===== config.mk =====
export PLATFORM = sky130hd
export DESIGN_NAME = crc16_framed_packet_builder_top
export DESIGN_NICKNAME = d
export VERILOG_FILES = /design/src/hw/rtl/cfpb_pkg.sv /design/src/hw/rtl/cfpb_obuf.sv /design/src/hw/rtl/crc16_framed_packet_builder_top.sv
export VERILOG_INCLUDE_DIRS = /design/src /design/src/hw/rtl
export SDC_FILE = /design/constraint.sdc
export NUM_CORES = 1
export LEC_CHECK = 0
export ABC_AREA = 1
export BUFFER_PORTS_ARGS = -buffer_cell sky130_fd_sc_hd__buf_4
export CAP_MARGIN = 20
export CORE_MARGIN = 5
export CORE_UTILIZATION = 50
export DETAILED_ROUTE_END_ITERATION = 10
export GPL_TIMING_DRIVEN = 1
export PLACE_DENSITY = 0.67
export SKIP_LAST_GASP = 1
export SLEW_MARGIN = 0
export SYNTH_ARGS = -nofsm -noshare
export SYNTH_HDL_FRONTEND = slang
export SYNTH_SLANG_ARGS = --single-unit

===== constraint.sdc =====
create_clock -name clk -period 3.3 [get_ports clk]
set_input_delay 0.165 -clock clk [delete_from_list [all_inputs] [get_ports clk]]
set_output_delay 0.165 -clock clk [all_outputs]
set_load 0.005 [all_outputs]

===== src/hw/rtl/assert_macros.svh =====
// ----------------------------------------------------------------------------
// assert_macros.svh
// shared concurrent assertion macros, clocked on clk, disabled in rst
// ----------------------------------------------------------------------------
`ifndef ASSERT_MACROS_SVH
`define ASSERT_MACROS_SVH

// same-cycle implication
`define ASSERT_IMPL(name, ante, cons, msg) \
  name: assert property (@(posedge clk) disable iff (rst) (ante) |-> (cons)) \
    else $error(msg);

// next-cycle implication
`define ASSERT_NEXT(name, ante, cons, msg) \
  name: assert property (@(posedge clk) disable iff (rst) (ante) |=> (cons)) \
    else $error(msg);

`endif


===== src/hw/rtl/cfpb_pkg.sv =====
// ----------------------------------------------------------------------------
// cfpb_pkg
// types, register indexes and crc helper for the framed packet builder
// ----------------------------------------------------------------------------
package cfpb_pkg;

  localparam int MAX_PAYLOAD_DEFAULT = 1024;

  localparam logic [15:0] CRC_INIT = 16'hFFFF;
  localparam logic [15:0] CRC_POLY = 16'h1021;

  localparam int REG_IDX_W = 3;
  localparam int REG_DATA_W = 11;
  localparam int LEN_W = 11;

  localparam logic [REG_IDX_W-1:0] REG_SYNC_FIRST     = 3'd0;
  localparam logic [REG_IDX_W-1:0] REG_SYNC_SECOND    = 3'd1;
  localparam logic [REG_IDX_W-1:0] REG_VERSION_BYTE   = 3'd2;
  localparam logic [REG_IDX_W-1:0] REG_MESSAGE_TYPE   = 3'd3;
  localparam logic [REG_IDX_W-1:0] REG_PAYLOAD_LENGTH = 3'd4;

  typedef enum logic [3:0] {
    ST_IDLE,
    ST_SYNC1,
    ST_SYNC2,
    ST_VER,
    ST_TYPE,
    ST_LEN_LO,
    ST_LEN_HI,
    ST_DATA,
    ST_CRC_LO,
    ST_CRC_HI
  } seq_state_t;

  typedef struct packed {
    logic [7:0]  frame_byte;
    logic        last_of_frame;
    logic [15:0] crc_value;
  } out_beat_t;

  // crc-16/ccitt-false, one byte, msb first
  function automatic logic [15:0] crc_byte(input logic [15:0] crc_in, input logic [7:0] b);
    logic [15:0] c;
    c = crc_in ^ {b, 8'h00};
    for (int k = 0; k < 8; k++) begin
      if (c[15]) begin
        c = {c[14:0], 1'b0} ^ CRC_POLY;
      end else begin
        c = {c[14:0], 1'b0};
      end
    end
    return c;
  endfunction

endpackage


===== src/hw/rtl/cfpb_obuf.sv =====
// ----------------------------------------------------------------------------
// cfpb_obuf
// output register stage for the frame byte channel
// ----------------------------------------------------------------------------
module cfpb_obuf import cfpb_pkg::*; (
  input  logic        clk,
  input  logic        rst,
  input  logic        push_valid,
  input  out_beat_t   push_beat,
  output logic        push_ready,
  output logic        frame_valid,
  input  logic        frame_stall,
  output logic [7:0]  frame_byte,
  output logic        last_of_frame,
  output logic [15:0] crc_value
);

  out_beat_t beat;

  assign push_ready = !frame_valid || !frame_stall;

  always_ff @(posedge clk) begin
    if (rst) begin
      frame_valid <= 1'b0;
    end else if (push_ready) begin
      frame_valid <= push_valid;
    end
  end

  always_ff @(posedge clk) begin
    if (push_ready && push_valid) begin
      beat <= push_beat;
    end
  end

  assign frame_byte    = beat.frame_byte;
  assign last_of_frame = beat.last_of_frame;
  assign crc_value     = beat.crc_value;

endmodule


===== src/hw/rtl/crc16_framed_packet_builder_top.sv =====
// ----------------------------------------------------------------------------
// crc16_framed_packet_builder_top
// frames payload bytes with a sync/version/type/length header and crc trailer
// ----------------------------------------------------------------------------
// usage:
//   payload channel (payload_valid/payload_stall/payload_byte) takes one raw
//   byte per request. frame channel (frame_valid/frame_stall) gives one frame
//   byte per request with last_of_frame and crc_value.
//   the first byte of a frame brings out 7 bytes (6 header + payload), a
//   middle byte 1, the closing byte 3 (payload, crc low, crc high).
//   the sequencer emits one frame byte per cycle unless stalled, so middle
//   bytes go at one per cycle; first and last bytes hold the payload side
//   through header and trailer. the first frame byte passes the state and
//   output registers. crc takes one byte per cycle unless stalled, from version
//   through payload. the user must write registers via wr_en/wr_index/wr_data
//   while idle only; the block does not check it. writes to unused indexes
//   are dropped. reset clears the frame position, reloads crc with 0xffff and
//   register defaults. a frame-side stall holds the output register and backs
//   up into payload_stall once the sequencer has a byte waiting.
// ----------------------------------------------------------------------------
`include "assert_macros.svh"

module crc16_framed_packet_builder_top import cfpb_pkg::*; #(
  parameter int MAX_PAYLOAD_BYTES = MAX_PAYLOAD_DEFAULT
) (
  input  logic                  clk,
  input  logic                  rst,
  input  logic                  wr_en,
  input  logic [REG_IDX_W-1:0]  wr_index,
  input  logic [REG_DATA_W-1:0] wr_data,
  input  logic                  payload_valid,
  output logic                  payload_stall,
  input  logic [7:0]            payload_byte,
  output logic                  frame_valid,
  input  logic                  frame_stall,
  output logic [7:0]            frame_byte,
  output logic                  last_of_frame,
  output logic [15:0]           crc_value
);

  localparam logic [16:0] MaxLen = 17'(MAX_PAYLOAD_BYTES);

  logic [7:0]       sync_first;
  logic [7:0]       sync_second;
  logic [7:0]       version_byte;
  logic [7:0]       message_type;
  logic [LEN_W-1:0] payload_length;

  seq_state_t       state;
  seq_state_t       state_next;
  logic [LEN_W-1:0] payload_count;
  logic [15:0]      running_crc;
  logic [15:0]      running_crc_next;
  logic [7:0]       hold_byte;
  logic             hold_last;

  logic [15:0]      len_sat;
  logic [15:0]      len_use;
  logic [LEN_W-1:0] count_inc;
  logic             item_first;
  logic             item_last;
  logic             accept;

  out_beat_t        beat;
  logic             beat_valid;
  logic             push_ready;
  logic             take;
  logic             item_done;
  logic             crc_upd;
  seq_state_t       adv_state;

  // register port
  always_ff @(posedge clk) begin
    if (rst) begin
      sync_first     <= 8'd0;
      sync_second    <= 8'd0;
      version_byte   <= 8'd1;
      message_type   <= 8'd1;
      payload_length <= LEN_W'(64);
    end else if (wr_en) begin
      unique case (wr_index)
        REG_SYNC_FIRST:     sync_first     <= wr_data[7:0];
        REG_SYNC_SECOND:    sync_second    <= wr_data[7:0];
        REG_VERSION_BYTE:   version_byte   <= wr_data[7:0];
        REG_MESSAGE_TYPE:   message_type   <= wr_data[7:0];
        REG_PAYLOAD_LENGTH: payload_length <= wr_data[LEN_W-1:0];
        default: ;
      endcase
    end
  end

  // length in use: clamp to max, at least two
  always_comb begin
    if ({6'd0, payload_length} > MaxLen) begin
      len_sat = MaxLen[15:0];
    end else begin
      len_sat = {5'd0, payload_length};
    end
    len_use = (len_sat < 16'd2) ? 16'd2 : len_sat;
  end

  assign count_inc  = payload_count + LEN_W'(1);
  assign item_first = (payload_count == '0);
  assign item_last  = ({5'd0, count_inc} >= len_use);

  // sequencer: one frame byte per state
  always_comb begin
    beat      = '0;
    adv_state = state;
    item_done = 1'b0;
    crc_upd   = 1'b0;
    unique case (state)
      ST_IDLE: ;
      ST_SYNC1: begin
        beat.frame_byte = sync_first;
        adv_state = ST_SYNC2;
      end
      ST_SYNC2: begin
        beat.frame_byte = sync_second;
        adv_state = ST_VER;
      end
      ST_VER: begin
        beat.frame_byte = version_byte;
        crc_upd = 1'b1;
        adv_state = ST_TYPE;
      end
      ST_TYPE: begin
        beat.frame_byte = message_type;
        crc_upd = 1'b1;
        adv_state = ST_LEN_LO;
      end
      ST_LEN_LO: begin
        beat.frame_byte = len_use[7:0];
        crc_upd = 1'b1;
        adv_state = ST_LEN_HI;
      end
      ST_LEN_HI: begin
        beat.frame_byte = len_use[15:8];
        crc_upd = 1'b1;
        adv_state = ST_DATA;
      end
      ST_DATA: begin
        beat.frame_byte = hold_byte;
        crc_upd = 1'b1;
        if (hold_last) begin
          adv_state = ST_CRC_LO;
        end else begin
          item_done = 1'b1;
        end
      end
      ST_CRC_LO: begin
        beat.frame_byte = running_crc[7:0];
        adv_state = ST_CRC_HI;
      end
      ST_CRC_HI: begin
        beat.frame_byte    = running_crc[15:8];
        beat.last_of_frame = 1'b1;
        beat.crc_value     = running_crc;
        item_done = 1'b1;
      end
      default: ;
    endcase

    beat_valid    = (state != ST_IDLE);
    take          = beat_valid && push_ready;
    payload_stall = !((state == ST_IDLE) || (take && item_done));
    accept        = payload_valid && !payload_stall;

    state_next = state;
    if (take) begin
      state_next = item_done ? ST_IDLE : adv_state;
    end
    if (accept) begin
      state_next = item_first ? ST_SYNC1 : ST_DATA;
    end

    running_crc_next = running_crc;
    if (take) begin
      if (state == ST_SYNC1 || state == ST_CRC_HI) begin
        running_crc_next = CRC_INIT;
      end else if (crc_upd) begin
        running_crc_next = crc_byte(running_crc, beat.frame_byte);
      end
    end
  end

  always_ff @(posedge clk) begin
    if (rst) begin
      state         <= ST_IDLE;
      payload_count <= '0;
      running_crc   <= CRC_INIT;
    end else begin
      state       <= state_next;
      running_crc <= running_crc_next;
      if (accept) begin
        payload_count <= item_last ? '0 : count_inc;
      end
    end
  end

  always_ff @(posedge clk) begin
    if (accept) begin
      hold_byte <= payload_byte;
      hold_last <= item_last;
    end
  end

  cfpb_obuf u_obuf (
    .clk           (clk),
    .rst           (rst),
    .push_valid    (beat_valid),
    .push_beat     (beat),
    .push_ready    (push_ready),
    .frame_valid   (frame_valid),
    .frame_stall   (frame_stall),
    .frame_byte    (frame_byte),
    .last_of_frame (last_of_frame),
    .crc_value     (crc_value)
  );

  `ASSERT_IMPL(a_last_crc_hi, frame_valid && last_of_frame, crc_value[15:8] == frame_byte, "closing byte is not crc high byte")
  `ASSERT_IMPL(a_crc_zero, frame_valid && !last_of_frame, crc_value == 16'd0, "crc_value set on a non-closing byte")
  `ASSERT_NEXT(a_first_header, accept && item_first, state == ST_SYNC1, "first payload byte did not start a header")
  `ASSERT_IMPL(a_trailer_last, state == ST_CRC_LO || state == ST_CRC_HI, hold_last, "crc trailer without closing byte")

endmodule

* Yosys cells after proc, flatten, opt, wreduce, memory -nomap -nowiden *
Index checks and enable logic that the tools add are counted.

storage, ports and cells
  bits of input ports = 27
  register bits = 109
  word-level logic and storage cells = 110
  output and inout bits = 27

cells by class
  eq/ne operators = 14
  bitwise gates (word level) = 9
  reduce and logical (&&, ||, !) cells = 24
  multiplexer cells = 45
  magnitude comparators = 3
  add/subtract/negate cells = 1

operators by type and width
  operator               count
  $mux 16                24
  $mux 13                8
  $pmux 8 s9             1
  $pmux 4 s8             1
  $not 3->3              8
  $mux 11                2
  $mux 17                1
  $eq 4x3->1 const B     4
  $ge 11x16->1           1
  $lt 16x2->1 const B    1
  $mux 4                 4
  $xor 16x16->16         1
  $reduce_and 2->1       6
  $add 11x1->11 const B  1
  $gt 11x11->1 const B   1
  $logic_not 11->1       1
  $reduce_bool 10->1     1
  $eq 4x2->1 const B     2
  $eq 4x4->1 const B     2
  $eq 3x2->1 const B     2
  $reduce_or 5->1        1
  $eq 4x1->1 const B     1
  $logic_not 4->1        1
  $ne 4x4->1 const B     1
  12 further kinds       20

* Depth between registers and ports, before layout *
  depth after elaboration = 45
  depth in mapped cells = 20
  mapped depth without buffers = 18

* Modules after synthesis *
A second synthesis with hierarchy kept.

second synthesis, totals
  cell total of the unflattened synthesis = 770
  area total of the unflattened synthesis = 5569.1 um^2

by module, submodules not included
  module                           times used  cells each  area an instance (um^2)
  crc16_framed_packet_builder_top  1           740         4774.6
  cfpb_obuf                        1           30          794.5

* Worst setup path after synthesis *
Ideal clock, no wire load.

  path kind = reg2reg
  start point = reg state[1]
  end point = reg running_crc[2]
  period minus slack after synthesis = 2725 ps
  slack = 575 ps
  stages on the path, launching flop included = 10
  path buffers = 0
  data arrival time = 2601 ps
  path through = dfxtp_1 nor2_2 inv_1 nor2_1 nor2_1 o21ai_2 clkinv_1 nand2_1 o22ai_1 nand2_1

between the ends
  elaborated cells on any way between the ends = 47

RTL lines
  what                               line                                    text
  start: declaration                 crc16_framed_packet_builder_top.sv:49   seq_state_t state;
  start signal: assignment           crc16_framed_packet_builder_top.sv:193  state <= state_next;
  $reduce_bool 4->1                  crc16_framed_packet_builder_top.sv:164  beat_valid = (state != ST_IDLE);
  $logic_and 1x1->1                  crc16_framed_packet_builder_top.sv:165  take = beat_valid && push_ready;
  net take                           crc16_framed_packet_builder_top.sv:67   logic take;
  $reduce_and 2->1 (no source line)  n/a
  end signal: assignment             crc16_framed_packet_builder_top.sv:194  running_crc <= running_crc_next;
  end: declaration                   crc16_framed_packet_builder_top.sv:52   logic [15:0] running_crc;

The timed path passes the listed nets, and every way through them passes these cells. The select of a mux whose other input is x is not followed.
A chain may end at the register's enable or synchronous reset.

* Final worst setup path *
  start point = reg payload_count[0]
  end point = reg payload_count[4]

between the ends
  longest elaborated chain between the ends = 3

RTL lines
  what                      line                                    text
  start: declaration        crc16_framed_packet_builder_top.sv:51   logic [LEN_W-1:0] payload_count;
  start signal: assignment  crc16_framed_packet_builder_top.sv:196  payload_count <= item_last ? '0 : count_inc;
  $add 11x1->11 *           crc16_framed_packet_builder_top.sv:102  assign count_inc = payload_count + LEN_W'(1);
  $ge 11x16->1              crc16_framed_packet_builder_top.sv:104  assign item_last = ({5'd0, count_inc} >= len_use);
  $mux 11 *                 crc16_framed_packet_builder_top.sv:196

Every way passes the cells marked *; elsewhere a longest branch is shown, timed or not.

==> run_results.csv <==
group,metric,value,unit
status,status,"complete, no violations",
die,coreArea,11320,µm²
sta,fmax,344.6,MHz
logic_synthesis,ys_ff_latch,109,
cts,h-tree-depth,3,
power,peakVddDrop,0.4209,mV
power,internal-power,3.109,mW
sta,fin_crit_sh,87.95,%
sta,finClkSkew,0.005808,ns
setup_path,crit_fanout,12,
worst_hold_path,hold_depth,3,
worst_hold_path,hp-class,"primary input to register",
power,seqPwrFrac,38.1,%
sta,drv_slew,0,
logic_synthesis,synth_compound_area_share,10.86,%
cts,cts_sinks,109,
logic_synthesis,synth_nets,813,
logic_synthesis,synth_cell_type_count,43,
die,start_util,50.69,%
power,power.switching,2.000,mW
final_layout,stdcell_count,979,
logic_synthesis,synth_top_area_cell,"dfxtp_1",
setup_path,cp.arrival,3.19,ns
routing,drt_iter0_drc,444,
global_route,antenna_found_initial,0,
sta,final-hold-violation-count,0,
placement,hpwl,11.38,mm
placement,place_ws,0.2853,ns
sta,setup_slack,0.3977,ns
logic_synthesis,synthSimpleGateAreaFrac,33.56,%
die,die-area,13720,µm²
setup_path,endpoint_kind,"register",
logic_synthesis,synth_top_cells_by_count,"151 x nand2_1, 124 x nor2_1, 94 x nand3_1",
global_route,track_usage,23.28,%
setup_path,cp.required,3.59,ns
logic_synthesis,async_flop_share,0,%
cts,cts_root_buf,"clkbuf_16",
placement,gp_congestion,0.9159,
global_route,grt.busiest_layer,"met2",
final_layout,fin_util,58.69,%
sta,min_period,2.902,ns
routing,drtPass1Iterations,6,
logic_synthesis,synth_top_family_by_area,"simple AND/OR/NAND/NOR gates",
global_route,grt_pass1_wl,24.63,mm
global_route,grt_max_degree,47,
sta,final.setup.tns,0,ns
power,combPwrFrac,41.2,%
setup_path,critPathKind,"register to register",
power,leakagePower,3.194,nW
global_route,grt_pass1_vias,4994,
logic_synthesis,netlist_instances,773,
global_route,grt_overflow,0,
logic_synthesis,synth_seq_area_share,43.96,%
global_route,grt_use_met2,39.67,%
die,fp-row-count,39,
routing,vias,5289,
final_layout,nets,872,
power,p_per_area,769.1,nW/µm²
sta,max_slew_margin,52.00,%
placement,placed_cells,955,
sta,setup_viol,0,
logic_synthesis,synth.most_common_cell,"nand2_1",
logic_synthesis,syn_area,5738,µm²
sta,worstMarginPinSlew,0.7146,ns
logic_synthesis,synth_xor_area_share,1.221,%
power,p_total,5.109,mW
placement,numPortBuffers,53,
die,io_pins,54,
cts,cts.path.max_buffers,2,
global_route,grtUsageMet1,29.18,%
cts,cts_post_setup_buffers_inserted,0,
routing,drc,0,
setup_path,cp-start-kind,"register",
setup_path,r2r_cells,14,
logic_synthesis,synth.top_cells.by_area,"dfxtp_1 26%, edfxtp_1 18%, nand2_1 9.9%",
global_route,use_met3,3.496,%
logic_synthesis,synthMuxAreaShare,0,%
logic_synthesis,yosysTopAreaCellShare,26.17,%
routing,final_antenna_net_count,0,
logic_synthesis,synth_flop_cell,"dfxtp_1",
power,swShare,39.15,%
cts,clkTransAtPathRegs,0.07,ns
sta,rsz0062_at_grt,"no",
final_layout,drive_gt1_share,15.31,%
routing,via_per_inst,5.402,
logic_synthesis,synth-adder-area-share,2.835,%
logic_synthesis,avgSynthCellArea,7.423,µm²
final_layout,antennaDiodeCount,0,
cts,cts_tree,"built",
routing,wire_per_inst,15.59,µm
logic_synthesis,synth_edf_count,34,
cts,cts_made_buffers,9,
logic_synthesis,yosysWarnings,0,
routing,routed_wl,15.27,mm
die,die_y,117.1,µm
cts,clk_latency,0.36,ns
job,drv_cap,0,
power,clkPwrFrac,20.7,%
final_layout,syn_to_final_growth,15.79,%
die,die_x,117.1,µm
==> power by group through the flow <==
stage	Combinational [mW]	Sequential, mW	Clock (mW)
after floorplan	1.43	1.96	0
after global placement	2.05	1.97	0
after detailed placement	2.09	1.97	0
after CTS	2.10	1.95	1.07
after global routing	2.34	1.98	1.13
final	2.10	1.95	1.06
==> metrics by stage <==
| stage | hold slack [ns] | area (µm²) |
|---|---|---|
| after floorplan | 0.2639 | 5738 |
| after global placement | 0.3443 | 6243 |
| after detailed placement | 0.3445 | 6243 |
| after CTS | 0.07440 | 6611 |
| after global routing | 0.09085 | 6644 |
| final | 0.07973 | 6644 |
==> final cells by class <==
cell class | instances | area, µm²
clock buffers | 13 | 271.5
clock inverters | 2 | 16.27
fillers | 1079 | 4677
inverters | 85 | 322.8
multi-input cells | 560 | 2789
flip-flops and latches | 109 | 2522
well taps | 143 | 178.9
repair buffers | 67 | 543.0
==> cell usage in the layout (no fill, tap or decap), drive strengths merged, types with 13 or more instances in the layout <==
master / synthesis / layout
nand3: 96 / 96
nor2: 139 / 139
a21oi: 45 / 45
dfxtp: 75 / 75
clkbuf: 12 / 13
ha: 13 / 13
nand2: 171 / 171
o21ai: 57 / 57
inv: 80 / 80
buf: 7 / 59
edfxtp: 34 / 34
==> worst paths after layout <==
kind | from | endpoint | slack, ns
hold / removal | wr_data[8] | payload_length[8] | 0.08
hold reg to reg | sync_second[2] | sync_second[2] | 0.46
setup / recovery | payload_count[0] | payload_count[4] | 0.40
setup reg to reg | payload_count[0] | payload_count[4] | 0.40
==> critical path: stages, from the launching register on <==
cell and delay (ns):
dfxtp_1 0.47, ha_1 0.23, nand2_1 0.06, nor2_1 0.17, nand3_1 0.15, nor3_1 0.27
nand3_1 0.14, xor2_1 0.20, ha_1 0.27, and3_1 0.20, nand3_1 0.10, nand3_2 0.23
nor2_1 0.16, nand2_1 0.06, a21oi_1 0.12
==> flip-flops by register name, summed over array words and instances, names as in the netlist <==
name and flops:
u_obuf.frame_byte 8, running_crc 16, payload_length 11, sync_second 8, u_obuf.crc_value 16, message_type 8
payload_count 11, u_obuf.frame_valid 1, version_byte 8, u_obuf.last_of_frame 1, sync_first 8, state 4
hold_last 1, hold_byte 8
==> timing repair <==
item,4_1_cts,5_1_grt
hold buffers,8,0
endpoints found under the hold margin,8,0
resized for setup,0,1
endpoints found under the setup margin,0,8
==> cell families (layout without fill, tap and decap cells) <==
kind of cell / after synthesis / after routing
AO/OA/AOI/OAI: 113 / 113
flip-flops: 109 / 109
AND/OR/NAND/NOR: 426 / 426
adder cells (fa/ha/maj): 13 / 13
XOR/XNOR: 8 / 8
buffers and inverters: 104 / 167
==> per-layer routing <==
layer  vias to the layer above  share of wire, %
li1                       2652                 -
met1                      2435                42
met2                       160                50
met3                        42               5.7
met4                         0               2.9
met5                         -                 0
Power figures use the tool's default switching activity.
